File: src/hw/rtl/mdm_div_step.sv
// One restoring-division step: compare and conditional subtract.
module mdm_div_step #(
    parameter int WM = 18
) (
    input  logic [WM:0]   t,
    input  logic [WM-1:0] dvs,
    output logic          q_bit,
    output logic [WM-1:0] rem
);

    logic [WM:0] diff;

    assign diff  = t - {1'b0, dvs};
    assign q_bit = (t >= {1'b0, dvs});
    assign rem   = q_bit ? diff[WM-1:0] : t[WM-1:0];

endmodule

File: config.mk
export PLATFORM = sky130hd
export DESIGN_NAME = mdm_div_step
export DESIGN_NICKNAME = d
export VERILOG_FILES = /design/src/hw/rtl/mdm_div_step.sv
export SDC_FILE = /design/constraint.sdc
export NUM_CORES = 1
export LEC_CHECK = 0
export BUFFER_PORTS_ARGS = -buffer_cell sky130_fd_sc_hd__buf_2
export CELL_PAD_IN_SITES_DETAIL_PLACEMENT = 2
export CELL_PAD_IN_SITES_GLOBAL_PLACEMENT = 2
export CORE_UTILIZATION = 24
export DETAILED_ROUTE_END_ITERATION = 16
export PLACE_DENSITY = 0.83
export SLEW_MARGIN = 10
export SYNTH_ARGS = -nofsm -noshare
export SYNTH_HDL_FRONTEND = slang
export SYNTH_SLANG_ARGS = --single-unit
File: constraint.sdc
create_clock -name vclk -period 2.8
set_input_delay 0.28 -clock vclk [all_inputs]
set_output_delay 0.28 -clock vclk [all_outputs]
set_load 0.02 [all_outputs]
==> results.md <==
- Status: finished, violations left
- Failing checks: negative setup slack
- Die area: roughly 5500 sq um
- Fmax: ~0.34 GHz
- Final hold vios: 0
- Rows: 25
- WHS Endpoint: rem[14]
- Layout clock buffers: 0
- Critical-path cell list: buf_6 > inv_4 > ha_4 > inv_2 > fa_2 > a21o_1 > a221oi_4 > o21ai_2 > a21boi_1 > buf_4 > o31ai_4 > xor2_1 > mux2_4 > buf_6
- Flip-flop and latch area: 0 sq um
- Slew headroom: 70.3%
- Crit path max-delay family: compound AO/OA/AOI/OAI gates
- FFs & Latches: 0
- Area growth syn-to-layout: 95.5%
- HPWL after DPL: between 4 and 5 mm
- Crit path buf inv count: 5
- Ports: 56
- Congestion Overflow GR: 0
- Hold crit path type: in2out
- CP Max Fanout: 3
- Detailed-route via count: roughly 1.8k
- Netlist cell types: 42
- Startpoint types: input port
- Worst-Margin Slew: between 0.4 and 0.5 ns
- Final setup viols: 17
- Number of max-cap violations: 0
- Worst Setup End Kind: output port
- Number of antenna-violating nets in the routed design: 0
- Final Critical Period: around 3 ns
- Area of the mapped netlist: between 1000 and 1500 sq um
- TNS Setup: -0.660 ns
- CP arrival: ~2.7 ns
- Max Slew Vio Count: 0
- RD Place Congestion: ~0.77
- CP max stage delay: ~0.34 ns
- Number of global-route vias before repair: just under 2k
- Die Ht: 74.3 um
- Largest net degree at the start of global routing: 10
- First-pass GRT wire length: roughly 9.6 mm
- HP Start: t[14]
- Crit path top cell by count: buf_6
- 1st-iter DRT viols: 48
- Power Dens Cells: about 330 nW/um^2
- CP Launch Point: t[0]
- Worst Setup Slack, final: -0.133 ns
- CP Class: in2out
- Seq/Total Area, Yosys: 0%
- Synth warn: 0
- CP required: approximately 2.5 ns
- Avg Cell Area, Syn: about 7.6 sq um
- Slowest CP cell: fa_2
- Unrepaired setup endpoints after global routing: true
- Total track usage: between 20% and 30%
- Via-per-instance ratio: about 5.4
- DRT Pass-1 Iters: 4
- WL/cell: around 23 um
- Final net count: roughly 330
- Starting density of the core: ~26%
- Post-Syn Nets: 222
- Ant diodes: 0
- Non-filler cells, final: around 340
- I/O Buffers: 56
- Die width: between 70 and 80 um
- Drt drc: 0
- Period utilisation layout: 105%
- Core Area: 4880 sq um
- Total Wirelength: a little under 8 mm
- Pleak: roughly 0.0012 uW
- Gate Count Post-Synth: roughly 170
- Worst vdd ir: 0.000134 V
- Cell count after placement: around 320
- Initial antenna violation count: 0
- Layout Utilization: 50.2%
- Share of layout cells above drive strength 1: approximately 62%
- Hold Path Depth: 3
## kinds of logic after synthesis
logic type | after synthesis | synth area share [%]
fa+ha+maj | 19 | 19.6
buf+inv | 29 | 11.7
mux | 17 | 17.3
compound gates | 48 | 26.3
xor+xnor | 13 | 9.08
simple gates | 40 | 16.1
## worst min-delay path: cells and delay by family
kind | cells | cell delay [ns]
buffers and inverters | 2 | 0.19
muxes | 1 | 0.14
## cells in the mapped netlist (all sizes together), types with 3 or more instances
cell type,n,area share (%)
inv,21,6.3
ha,18,18
mux2,16,16
a21oi,14,6.8
nand2,11,3.3
a21o,9,5.4
o21ai,9,3.9
nor2,8,2.4
nand3,7,2.8
xor2,7,4.9
buf,6,4.8
xnor2,6,4.2
o31ai,3,1.8
## stage by stage
| step | total power [uW] | hold slack (ns) | area [sq um] | setup slack, ns |
|---|---|---|---|---|
| floorplan | 348 | 0.719 | 1260 | 0.0260 |
| global placement | 530 | 0.922 | 1860 | -0.291 |
| detailed placement | 551 | 0.927 | 1860 | -0.408 |
| CTS | 632 | 0.917 | 2140 | -0.0329 |
| global route | 852 | 0.891 | 2450 | -0.167 |
| finish | 816 | 0.881 | 2450 | -0.133 |
## report_power, final
group          internal (uW)  leakage, uW  switching, uW
sequential                 0            0              0
combinational            418      0.00121            397
clock                      0            0              0
## worst max-delay path by stage
| stage | depth (start not counted) | to |
|---|---|---|
| finish | 14 | rem[14] |
| global route | 14 | rem[14] |
| CTS | 14 | rem[14] |
| detailed placement | 13 | rem[16] |
| global placement | 14 | rem[14] |
| floorplan | 11 | rem[16] |
## cell type report
class / count / area, sq um
Fill cell: 529 / 2430
Inverter: 21 / 83.8
Multi-Input combinational cell: 137 / 1400
Tap cell: 67 / 83.8
Timing Repair Buffer: 110 / 880
## repair_timing
action	CTS	global route
pin swaps	14	20
endpoints found under the setup margin	19	18
buffers inserted	8	6
resized for setup	41	69
hold endpoints to repair	0	0
gates cloned	1	0
hold buffers	0	0
## cell usage in the layout, fill, tap and decap left out, types with 2 or more instances in the layout
master / n
a21oi_1: 11
buf_8: 2
ha_4: 11
nand2_1: 10
mux2_4: 15
inv_4: 2
o31ai_4: 2
a21oi_2: 2
nand4_1: 2
nand3_1: 5
nand2b_1: 2
a31oi_1: 2
inv_2: 3
buf_2: 32
and3_1: 2
inv_1: 16
nand3_2: 2
o21ai_0: 3
buf_6: 23
o21ai_2: 5
xor2_1: 7
buf_4: 51
a21o_1: 9
nor2_1: 8
and2_4: 2
ha_1: 7
xnor2_1: 6
nor2b_1: 2
## metal layers
layer  vias up  track usage [%]  part of all wire [%]  wire (um)
met4         0             7.97                   4.0        311
met1       885             24.6                    41       3190
met3        27             1.76                   3.9        303
li1        801                -                     -          -
met5         -                0                     0          0
met2        80             45.9                    51       4020
Power figures use the tool's default switching activity.
