`config.mk`:
```
export PLATFORM = sky130hd
export DESIGN_NAME = mdm_shape
export DESIGN_NICKNAME = d
export VERILOG_FILES = /design/src/hw/rtl/mdm_pkg.sv /design/src/hw/rtl/mdm_shape.sv
export SDC_FILE = /design/constraint.sdc
export NUM_CORES = 1
export LEC_CHECK = 0
export ABC_AREA = 1
export BUFFER_PORTS_ARGS = -buffer_cell sky130_fd_sc_hd__clkbuf_2
export CAP_MARGIN = 20
export CORE_MARGIN = 3
export CORE_UTILIZATION = 60
export DETAILED_ROUTE_END_ITERATION = 10
export GPL_TIMING_DRIVEN = 0
export PLACE_DENSITY = 0.93
export SYNTH_ARGS = -nofsm -noshare
export SYNTH_HDL_FRONTEND = slang
export SYNTH_SLANG_ARGS = --single-unit
```
`constraint.sdc`:
```
create_clock -name vclk -period 7.1
set_clock_uncertainty 0.05 [all_clocks]
set_input_delay 1.42 -clock vclk [all_inputs]
set_output_delay 1.42 -clock vclk [all_outputs]
set_load 0.1 [all_outputs]
```
`src/hw/rtl/mdm_pkg.sv`:
```
// Shared types and constants for the mecanum drive mixer.
package mdm_pkg;

    localparam int IN_W   = 16;
    localparam int CFG_W  = 15;
    localparam int ADDR_W = 5;
    localparam int DATA_W = 32;
    localparam int LANES  = 4;

    // register indexes (byte address = 4 * index)
    localparam logic [2:0] REG_FWD_DB    = 3'd0;
    localparam logic [2:0] REG_STR_DB    = 3'd1;
    localparam logic [2:0] REG_STR_SNAP  = 3'd2;
    localparam logic [2:0] REG_TW_DB     = 3'd3;
    localparam logic [2:0] REG_TW_CLAMP  = 3'd4;

    // wheel lanes: front left, front right, rear left, rear right
    localparam logic [LANES-1:0] NEG_LANES = 4'b1010;

    typedef struct packed {
        logic [CFG_W-1:0] fwd_db;
        logic [CFG_W-1:0] str_db;
        logic [CFG_W-1:0] str_snap;
        logic [CFG_W-1:0] tw_db;
        logic [CFG_W-1:0] tw_clamp;
    } cfg_t;

    localparam cfg_t CFG_RESET = '{
        fwd_db:   15'd4915,
        str_db:   15'd11469,
        str_snap: 15'd14746,
        tw_db:    15'd2458,
        tw_clamp: 15'd11469
    };

endpackage

```
`src/hw/rtl/mdm_shape.sv`:
```
// Axis shaping: deadbands, strafe snap, twist scale and clamp.
module mdm_shape #(
    parameter int FRAC_BITS = 14
) (
    input  mdm_pkg::cfg_t                   cfg,
    input  logic signed [mdm_pkg::IN_W-1:0] x,
    input  logic signed [mdm_pkg::IN_W-1:0] y,
    input  logic signed [mdm_pkg::IN_W-1:0] z,
    output logic signed [((FRAC_BITS > 16) ? FRAC_BITS : 16):0] fwd,
    output logic signed [((FRAC_BITS > 16) ? FRAC_BITS : 16):0] strafe,
    output logic signed [((FRAC_BITS > 16) ? FRAC_BITS : 16):0] rot,
    output logic                             stationary
);

    localparam int MB = (FRAC_BITS > 16) ? FRAC_BITS : 16;
    localparam int SB = MB + 1;
    localparam logic [63:0] SNAP = (64'd9 * (64'd1 << FRAC_BITS) + 64'd5) / 64'd10;

    logic [15:0]          ax;
    logic [15:0]          ay;
    logic [15:0]          az;
    logic signed [SB-1:0] snap_v;
    logic signed [SB-1:0] x_ext;
    logic signed [SB-1:0] y_ext;
    logic signed [SB-1:0] tc;
    logic signed [17:0]   z18;
    logic signed [17:0]   z3;
    logic signed [17:0]   rq;
    logic                 x_pos;

    assign ax     = x[15] ? (~x + 16'd1) : x;
    assign ay     = y[15] ? (~y + 16'd1) : y;
    assign az     = z[15] ? (~z + 16'd1) : z;
    assign snap_v = SNAP[SB-1:0];
    assign x_ext  = {{(SB-16){x[15]}}, x};
    assign y_ext  = {{(SB-16){y[15]}}, y};
    assign tc     = {{(SB-15){1'b0}}, cfg.tw_clamp};
    assign x_pos  = !x[15] && (x != 16'sd0);

    // 3z/4, truncated toward zero
    assign z18 = {{2{z[15]}}, z};
    assign z3  = z18 + (z18 <<< 1);
    assign rq  = z3[17] ? ((z3 + 18'sd3) >>> 2) : (z3 >>> 2);

    always_comb
    begin
        if (ay < {1'b0, cfg.fwd_db})
        begin
            fwd = '0;
        end
        else
        begin
            fwd = -y_ext;
        end

        if (ax < {1'b0, cfg.str_db})
        begin
            strafe = '0;
        end
        else if (ax < {1'b0, cfg.str_snap})
        begin
            strafe = x_pos ? -snap_v : snap_v;
        end
        else
        begin
            strafe = -x_ext;
        end

        rot = {{(SB-16){rq[15]}}, rq[15:0]};
        if (az > {1'b0, cfg.tw_clamp})
        begin
            rot = z[15] ? -tc : tc;
        end
        // deadband wins over the clamp
        if (az < {1'b0, cfg.tw_db})
        begin
            rot = '0;
        end
    end

    assign stationary = (fwd == '0) && (strafe == '0) && (rot == '0);

endmodule

```
==> impl_metrics.ini, run 1 <==
[outcome]
status = finished clean

[global_routing]
grt_pass1_wl_mm = 29.1
grt_pass1_vias = 6669
antenna_found_initial = 0
track_usage_pct = 30.2
grt_max_degree = 11
overflow = 0

[power]
powerDensity_nw_per_um2 = 130
power.leakage_nw = 4.52
peakVddDrop_v = 0.000115

[worst_setup_path]
worst-endpoint-required_ns = 5.63
endpoint_kind = output port
start_kind = input pin
arrival_ns = 5.24
worstSetupPathType = in2out
crit_fanout = 10

[final_layout]
fin_area_sq_um = 7050
flops_and_latches = 0
layout-area-overhead-vs-synth_pct = 17.4
drive_gt1_share_pct = 18.5
final_common_cell = nand2_1
regArea_sq_um = 0
multi_input_area_sq_um = 5030
clock_buffers = 0
final_cell_mix = 291 x nand2_1, 237 x inv_1, 175 x clkbuf_2
diodes = 0
nFillCells = 901
final_nets = 1521

[place]
gp_congestion = 0.990
dpl.hpwl_mm = 15.7
io_buffers = 175
dpl_cell_area_sq_um = 7050

[timing]
rsz0062_at_grt = false
finalHoldViolations = 0
report.final.slew_viol_count = 0
fin_crit_ns = 6.71
fmax_ghz = 0.149
setup_viol = 0
fin_crit_sh_pct = 94.6
fin_setup_tns_ns = 0
worstMarginPinSlew_ns = 0.580
slew_headroom_pct = 61.5
whs_ns = 3.37

[floorplan]
die_area_sq_um = 11200
dieHeight_um = 106
core_sq_um = 9500
die_x_um = 106
row_count = 35
initial_core_util_pct = 63.2
io_pins = 175

[synthesis]
post-synth-top-area-fraction_pct = 22.3
ys_seq_area_share_pct = 0
syn_avg_cell_area_sq_um = 5.39
yosysWarningCount = 0
ys_top_cells_by_area = ha_1 22%, nand2_1 18%, inv_1 15%
yosysTopAreaCell = ha_1
syn-num-nets = 1345
synth_area_sq_um = 6010
yosysUniqueCellTypes = 39
synth_cells = 1114

[drt]
drt-initial-drc-count = 429
wl_per_cell_um = 12.4
drcViolationCount = 0
viasPerCell = 5.26
dr.pass1.iters = 5
num_vias = 7454
antenna_left = 0
wl_mm = 17.5

[hold_path]
hold_path_class = in2out

[run]
cap_violations = 0

[clocking]
hold_buffers = 0
[repair_timing]
item | 4_1_cts | 5_1_grt
endpoints found under the hold margin | 0 | 0
setup buffers | 0 | 0
endpoints found under the setup margin | 0 | 1
gates resized for setup | 0 | 4
[critical path: stages]
cell,delay [ns]
clkbuf_2,0.13
inv_2,0.09
ha_1,0.18
nand2_1,0.06
nor2_1,0.11
inv_1,0.09
nor2_1,0.15
nand2_1,0.09
nor2_1,0.10
inv_1,0.06
o21ai_0,0.12
o21ai_0,0.16
o21ai_0,0.30
ha_1,0.29
nand4_1,0.12
inv_1,0.07
a211oi_2,0.34
nand2_2,0.16
buf_2,0.22
nand3_1,0.12
nand2_1,0.06
nor2_1,0.11
nand2_1,0.06
nor2_1,0.10
nand3_1,0.07
nor2_1,0.13
clkbuf_4,0.35
[cell families (layout without fill, tap and decap cells)]
kind of cell             count (synthesis)  after routing  synth area share (%)
AO/OA/AOI/OAI                          129            129                  11.4
adder cells (fa/ha/maj)                108            108                  22.6
AND/OR/NAND/NOR                        581            581                  43.6
XOR/XNOR                                39             39                  5.94
buffers and inverters                  257            431                  16.4
[synth_stat cells (all sizes together), types with 3 or more instances]
| master | number |
|---|---|
| a211oi | 4 |
| a21oi | 50 |
| and2 | 6 |
| buf | 7 |
| clkbuf | 7 |
| ha | 107 |
| inv | 243 |
| nand2 | 305 |
| nand3 | 102 |
| nand3b | 4 |
| nand4 | 28 |
| nor2 | 109 |
| nor3 | 19 |
| nor4 | 3 |
| o211ai | 4 |
| o21a | 3 |
| o21ai | 65 |
| or2 | 4 |
| xnor2 | 6 |
| xor2 | 33 |
[routing by layer]
layer	share of wire (%)	track usage, %	routed length (um)	vias up
li1	-	-	-	3875
met1	45	42.9	7870	3297
met2	47	52.6	8200	265
met3	7.6	0.668	1330	17
met4	0.83	2.96	145	0
met5	0	0	0	-
[final timing paths]
kind                  from         end  slack (ns)  depth (start not counted)
worst min-delay path  y[0]      fwd[0]        3.37                          4
worst max-delay path  x[0]  stationary        0.39                         27
[where the power goes]
| group | internal, W | switching (W) |
|---|---|---|
| registers | 0 | 0 |
| logic | 0.000227 | 0.000692 |
| clock network | 0 | 0 |
| total | 0.000227 | 0.000692 |
[area by class of cell]
| class | instances | share of cell area [%] |
|---|---|---|
| inverters | 243 | 12.9 |
| multi-input cells | 857 | 71.3 |
| plain buffers | 13 | 1.01 |
| repair buffers | 175 | 12.5 |
| well taps | 129 | 2.29 |
[stage by stage]
step | utilization [%] | total power [W] | setup WS (ns) | cells
finish | 74.2 | 0.000919 | 0.386 | 1417
global route | 74.2 | 0.00100 | 0.0345 | 1417
CTS | 74.2 | 0.000913 | 0.138 | 1418
detailed placement | 74.2 | 0.000909 | 0.161 | 1418
global placement | 74.2 | 0.000895 | 0.145 | 1418
floorplan | - | 0.000721 | 0.249 | 1114
Power figures use the tool's default switching activity.
==> inputs of run 2 (changes only) <==
--- a/config.mk
+++ b/config.mk
@@ -5,11 +5,12 @@
 export SDC_FILE = /design/constraint.sdc
 export NUM_CORES = 1
 export LEC_CHECK = 0
-export ABC_AREA = 1
-export BUFFER_PORTS_ARGS = -buffer_cell sky130_fd_sc_hd__clkbuf_2
+export BUFFER_PORTS_ARGS = -buffer_cell sky130_fd_sc_hd__buf_2
 export CAP_MARGIN = 20
+export CELL_PAD_IN_SITES_DETAIL_PLACEMENT = 1
+export CELL_PAD_IN_SITES_GLOBAL_PLACEMENT = 2
 export CORE_MARGIN = 3
-export CORE_UTILIZATION = 60
+export CORE_UTILIZATION = 31
 export DETAILED_ROUTE_END_ITERATION = 10
 export GPL_TIMING_DRIVEN = 0
 export PLACE_DENSITY = 0.93
==> run 2 against run 1 <==
Hold slack worse by 0.050 ns. Power rose by 14%. Cell area down 0.64%. Synthesized cell count down 27%. Critical path depth down 10. Largest cell class unchanged. Highest routed layer unchanged.
==> impl_metrics.ini, run 2 <==
[drt]
drcViolationCount = 0
dr.pass1.iters = 4
antenna_left = 0
wl_per_cell_um = 16.9
drt-initial-drc-count = 229
wl_mm = 20.3
viasPerCell = 5.24
num_vias = 6296

[worst_setup_path]
crit_buf_inv = 4
cp_cell_sequence = buf_2 -> inv_2 -> ha_2 -> nand4b_1 -> o21ai_2 -> xnor2_2 -> ha_1 -> a21o_1 -> a21oi_2 -> o21ai_2 -> or3_4 -> a21oi_4 -> buf_2 -> a211oi_4 -> or4_4 -> nor4b_4 -> buf_6
arrival_ns = 5.47
worst-endpoint-required_ns = 5.63
start_kind = input pin
endpoint_kind = output port
cp.depth = 17
crit_fanout = 10
slowest_stage = or4_4
path_delay_family = simple AND/OR/NAND/NOR gates
worstSetupPathType = in2out
crit_path_max_incr_delay_ns = 0.52

[synthesis]
syn_avg_cell_area_sq_um = 6.72
yosysUniqueCellTypes = 66
post-synth-top-area-fraction_pct = 24.5
synth_most_common_cell = ha_1
syn-num-nets = 1046
synth_cells = 815
yosysWarningCount = 0
synth_area_sq_um = 5470
ys_top_cells_by_area = ha_1 24%, xnor2_1 12%, inv_1 6.9%
yosysTopAreaCell = ha_1
synth.cells.most_frequent = 107 x ha_1, 100 x inv_1, 78 x xnor2_1, 69 x nor2_1, 66 x nand2_1
ys_seq_area_share_pct = 0

[floorplan]
io_pins = 175
die_area_sq_um = 19300
initial_core_util_pct = 32.3
row_count = 47
dieHeight_um = 139
core_sq_um = 16900
die_x_um = 139

[outcome]
status = finished clean

[run]
cap_violations = 0

[place]
io_buffers = 163
dpl.hpwl_mm = 17.6
dp_slack_ns = -0.994
gp_congestion = 0.875

[global_routing]
track_usage_pct = 19.4
grt_pass1_vias = 6471
overflow = 0
grt_max_degree = 16
grt_pass1_wl_mm = 32.1
antenna_found_initial = 0

[power]
sequentialPowerShare_pct = 0
p_switching_w = 0.000758
comb_power_share_pct = 100.0
p_int_w = 0.000287
power.share.clock_pct = 0
power.leakage_nw = 3.51
powerDensity_nw_per_um2 = 149
swShare_pct = 72.5
finalPower_w = 0.00105
peakVddDrop_v = 0.000144

[final_layout]
diodes = 0
flops_and_latches = 0
final_nets = 1215
layout-area-overhead-vs-synth_pct = 28.0
nFillCells = 2215
regArea_sq_um = 0
final_common_cell = buf_2
clock_buffers = 0
drive_gt1_share_pct = 25.5
final_cell_mix = 164 x buf_2, 103 x ha_1, 96 x inv_1

[timing]
report.final.slew_viol_count = 0
fmax_ghz = 0.144
finalHoldViolations = 0
slew_headroom_pct = 48.4
setup_slack_ns = 0.164
fin_crit_sh_pct = 97.7
setup_viol = 0
worstMarginPinSlew_ns = 0.768
fin_crit_ns = 6.94

[hold_path]
hold_path_class = in2out
holdPathStages = 4
[run 2: layout make-up]
cell class	count	area, sq um	area share, %
multi-input cells	684	5340	76.2
repair buffers	171	885	12.6
well taps	220	275	3.93
plain buffers	27	125	1.79
inverters	100	380	5.43
[run 2: power by group through the flow]
stage	Clock (W)	Sequential (W)	Combinational (W)
2_1_floorplan	0	0	0.000787
3_5_place_dp	0	0	0.00100
6_report	0	0	0.00105
4_1_cts	0	0	0.00102
3_3_place_gp	0	0	0.000990
5_1_grt	0	0	0.00112
[run 2: per-layer routing]
| metal | up-vias | part of all wire, % | global-route usage, % | wire [um] |
|---|---|---|---|---|
| met2 | 133 | 50 | 36.2 | 10100 |
| met5 | - | 0 | 0 | 0 |
| met4 | 0 | 1.2 | 2.68 | 252 |
| met1 | 2953 | 45 | 25.3 | 9220 |
| li1 | 3194 | - | - | - |
| met3 | 16 | 3.6 | 1.07 | 739 |
[run 2: path summary, 6_finish.rpt]
path | from | endpoint | slack, ns
worst max-delay path | z[2] | stationary | 0.16
worst min-delay path | x[0] | strafe[0] | 3.32
[run 2: timing repair]
item	CTS	global route
hold buffers	0	0
hold endpoints to repair	0	0
buffers inserted	5	3
gates resized for setup	32	41
setup endpoints to repair	31	15
pin swaps	3	13
[run 2: through the flow]
| stage | area, sq um | setup TNS, ns | utilization (%) | cells | hold slack [ns] |
|---|---|---|---|---|---|
| final | 7010 | 0 | 41.4 | 1202 | 3.32 |
| after global routing | 7010 | -0.0435 | 41.4 | 1202 | 3.36 |
| after CTS | 6820 | 0 | 40.3 | 1201 | 3.31 |
| after detailed placement | 6680 | -7.51 | 39.5 | 1198 | 3.30 |
| after global placement | 6680 | -7.72 | 39.5 | 1198 | 3.29 |
| after floorplan | 5590 | -3.33 | - | 815 | 3.17 |
[run 2: kinds of logic (layout without fill, tap and decap cells)]
kind of cell	Yosys count	count (layout)	synth area share [%]
and+or+nand+nor	283	283	26.8
buffers and inverters	131	298	9.03
xor gates and xnor gates	100	100	16.3
AOI/OAI and AO/OA	193	193	23.1
adders and majority gates	108	108	24.8
==> inputs of run 3 (changes only) <==
--- a/config.mk
+++ b/config.mk
@@ -14,6 +14,7 @@
 export DETAILED_ROUTE_END_ITERATION = 10
 export GPL_TIMING_DRIVEN = 0
 export PLACE_DENSITY = 0.93
+export RECOVER_POWER = 25
 export SYNTH_ARGS = -nofsm -noshare
 export SYNTH_HDL_FRONTEND = slang
 export SYNTH_SLANG_ARGS = --single-unit
==> run 3 against run 2 <==
Sequential share of layout area unchanged. Global-route usage unchanged. Cell area down 0.12%. Routed wire length about the same. Via count about the same. Critical path type unchanged.
==> impl_metrics.ini, run 3 (same netlist as run 2, synthesis figures left out) <==
[outcome]
status = finished clean

[place]
placed_cells = 1198
io_buffers = 163
dpl_cell_area_sq_um = 6680
dpl.hpwl_mm = 17.6
gp_congestion = 0.875

[power]
comb_power_share_pct = 100.0
p_switching_w = 0.000759
p_int_w = 0.000285
powerDensity_nw_per_um2 = 149
swShare_pct = 72.7
power.share.clock_pct = 0
power.leakage_nw = 3.48
sequentialPowerShare_pct = 0
peakVddDrop_v = 0.000144

[final_layout]
final_nets = 1215
multi_input_area_sq_um = 5340
fin_area_sq_um = 7000
regArea_sq_um = 0
clock_buffers = 0
final_cell_mix = 152 x buf_2, 103 x ha_1, 96 x inv_1
nFillCells = 2220
final_common_cell = buf_2
fin_cells = 1202
layout-area-overhead-vs-synth_pct = 27.9
diodes = 0
drive_gt1_share_pct = 24.7
flops_and_latches = 0

[global_routing]
track_usage_pct = 19.4
overflow = 0
grt_pass1_vias = 6471
grt_pass1_wl_mm = 32.1
grt_max_degree = 16
antenna_found_initial = 0

[timing]
fin_setup_tns_ns = 0
whs_ns = 3.39
fin_crit_sh_pct = 97.9
slew_headroom_pct = 22.0
fin_crit_ns = 6.95
finalHoldViolations = 0
worstMarginPinSlew_ns = 1.18
setup_viol = 0
fmax_ghz = 0.144
report.final.slew_viol_count = 0

[worst_setup_path]
worst-endpoint-required_ns = 5.63
crit_fanout = 10
crit_start = z[2]
start_kind = input pin
worstSetupPathType = in2out
arrival_ns = 5.48
endpoint_kind = output port

[hold_path]
holdPathStages = 4
hold_path_class = in2out
min-delay-start = y[0]
whs_endpoint = fwd[0]

[drt]
viasPerCell = 5.24
wl_per_cell_um = 16.9
dr.pass1.iters = 4
wl_mm = 20.3
num_vias = 6297
drcViolationCount = 0
drt-initial-drc-count = 255
antenna_left = 0

[floorplan]
row_count = 47
initial_core_util_pct = 32.3
io_pins = 175
dieHeight_um = 139
die_x_um = 139
core_sq_um = 16900
die_area_sq_um = 19300

[run]
cap_violations = 0
==> run 3: cell types whose count changed in the layout (fill, tap and decap cells not counted), sizes merged <==
| cell | change |
|---|---|
| clkbuf | +12 |
| buf | -12 |
==> run 3: critical path: stages <==
cell	delay [ns]
buf_2	0.15
inv_2	0.09
ha_2	0.20
nand4b_1	0.25
o21ai_2	0.26
xnor2_2	0.15
ha_1	0.29
a21o_1	0.18
a21oi_2	0.18
o21ai_2	0.10
or3_4	0.40
a21oi_4	0.28
buf_2	0.34
a211oi_4	0.11
or4_4	0.51
nor4b_4	0.29
buf_6	0.26
==> run 3: metal layers <==
metal / up-vias / track usage (%) / routed length (um)
met5: - / 0 / 0
met4: 0 / 2.68 / 267
met3: 18 / 1.07 / 675
met2: 135 / 36.2 / 10000
met1: 2947 / 25.3 / 9320
li1: 3197 / - / -
==> run 3: layout make-up <==
cell class / count / share of cell area, %
Tap cell: 220 / 3.93
Buffer: 27 / 1.79
Inverter: 100 / 5.43
Multi-Input combinational cell: 684 / 76.3
Timing Repair Buffer: 171 / 12.5
==> run 3: worst max path at each step <==
stage                       to  slack [ns]  depth (start not counted)
floorplan           strafe[10]       -0.38                         16
global placement    stationary       -1.05                         18
detailed placement  stationary       -0.99                         18
CTS                 stationary     0.00003                         18
global route        stationary       -0.04                         17
finish              stationary        0.15                         17
==> run 3: stage by stage <==
stage / worst slack (ns) / util (%) / power (W)
after detailed placement: -0.994 / 39.5 / 0.00100
after CTS: 0.0000266 / 40.3 / 0.00102
after global routing: -0.0435 / 41.3 / 0.00112
final: 0.149 / 41.3 / 0.00104
after floorplan: -0.379 / - / 0.000787
after global placement: -1.05 / 39.5 / 0.000990
==> run 3: power groups by stage <==
stage,registers (W),clock network [W],logic (W)
after floorplan,0,0,0.000787
after global placement,0,0,0.000990
after detailed placement,0,0,0.00100
after CTS,0,0,0.00102
after global routing,0,0,0.00112
final,0,0,0.00104
==> run 3: repair_timing <==
action	4_1_cts	5_1_grt
endpoints found under the setup margin	31	15
setup buffers	5	3
hold buffers	0	0
resized for setup	32	41
pin swaps	3	13
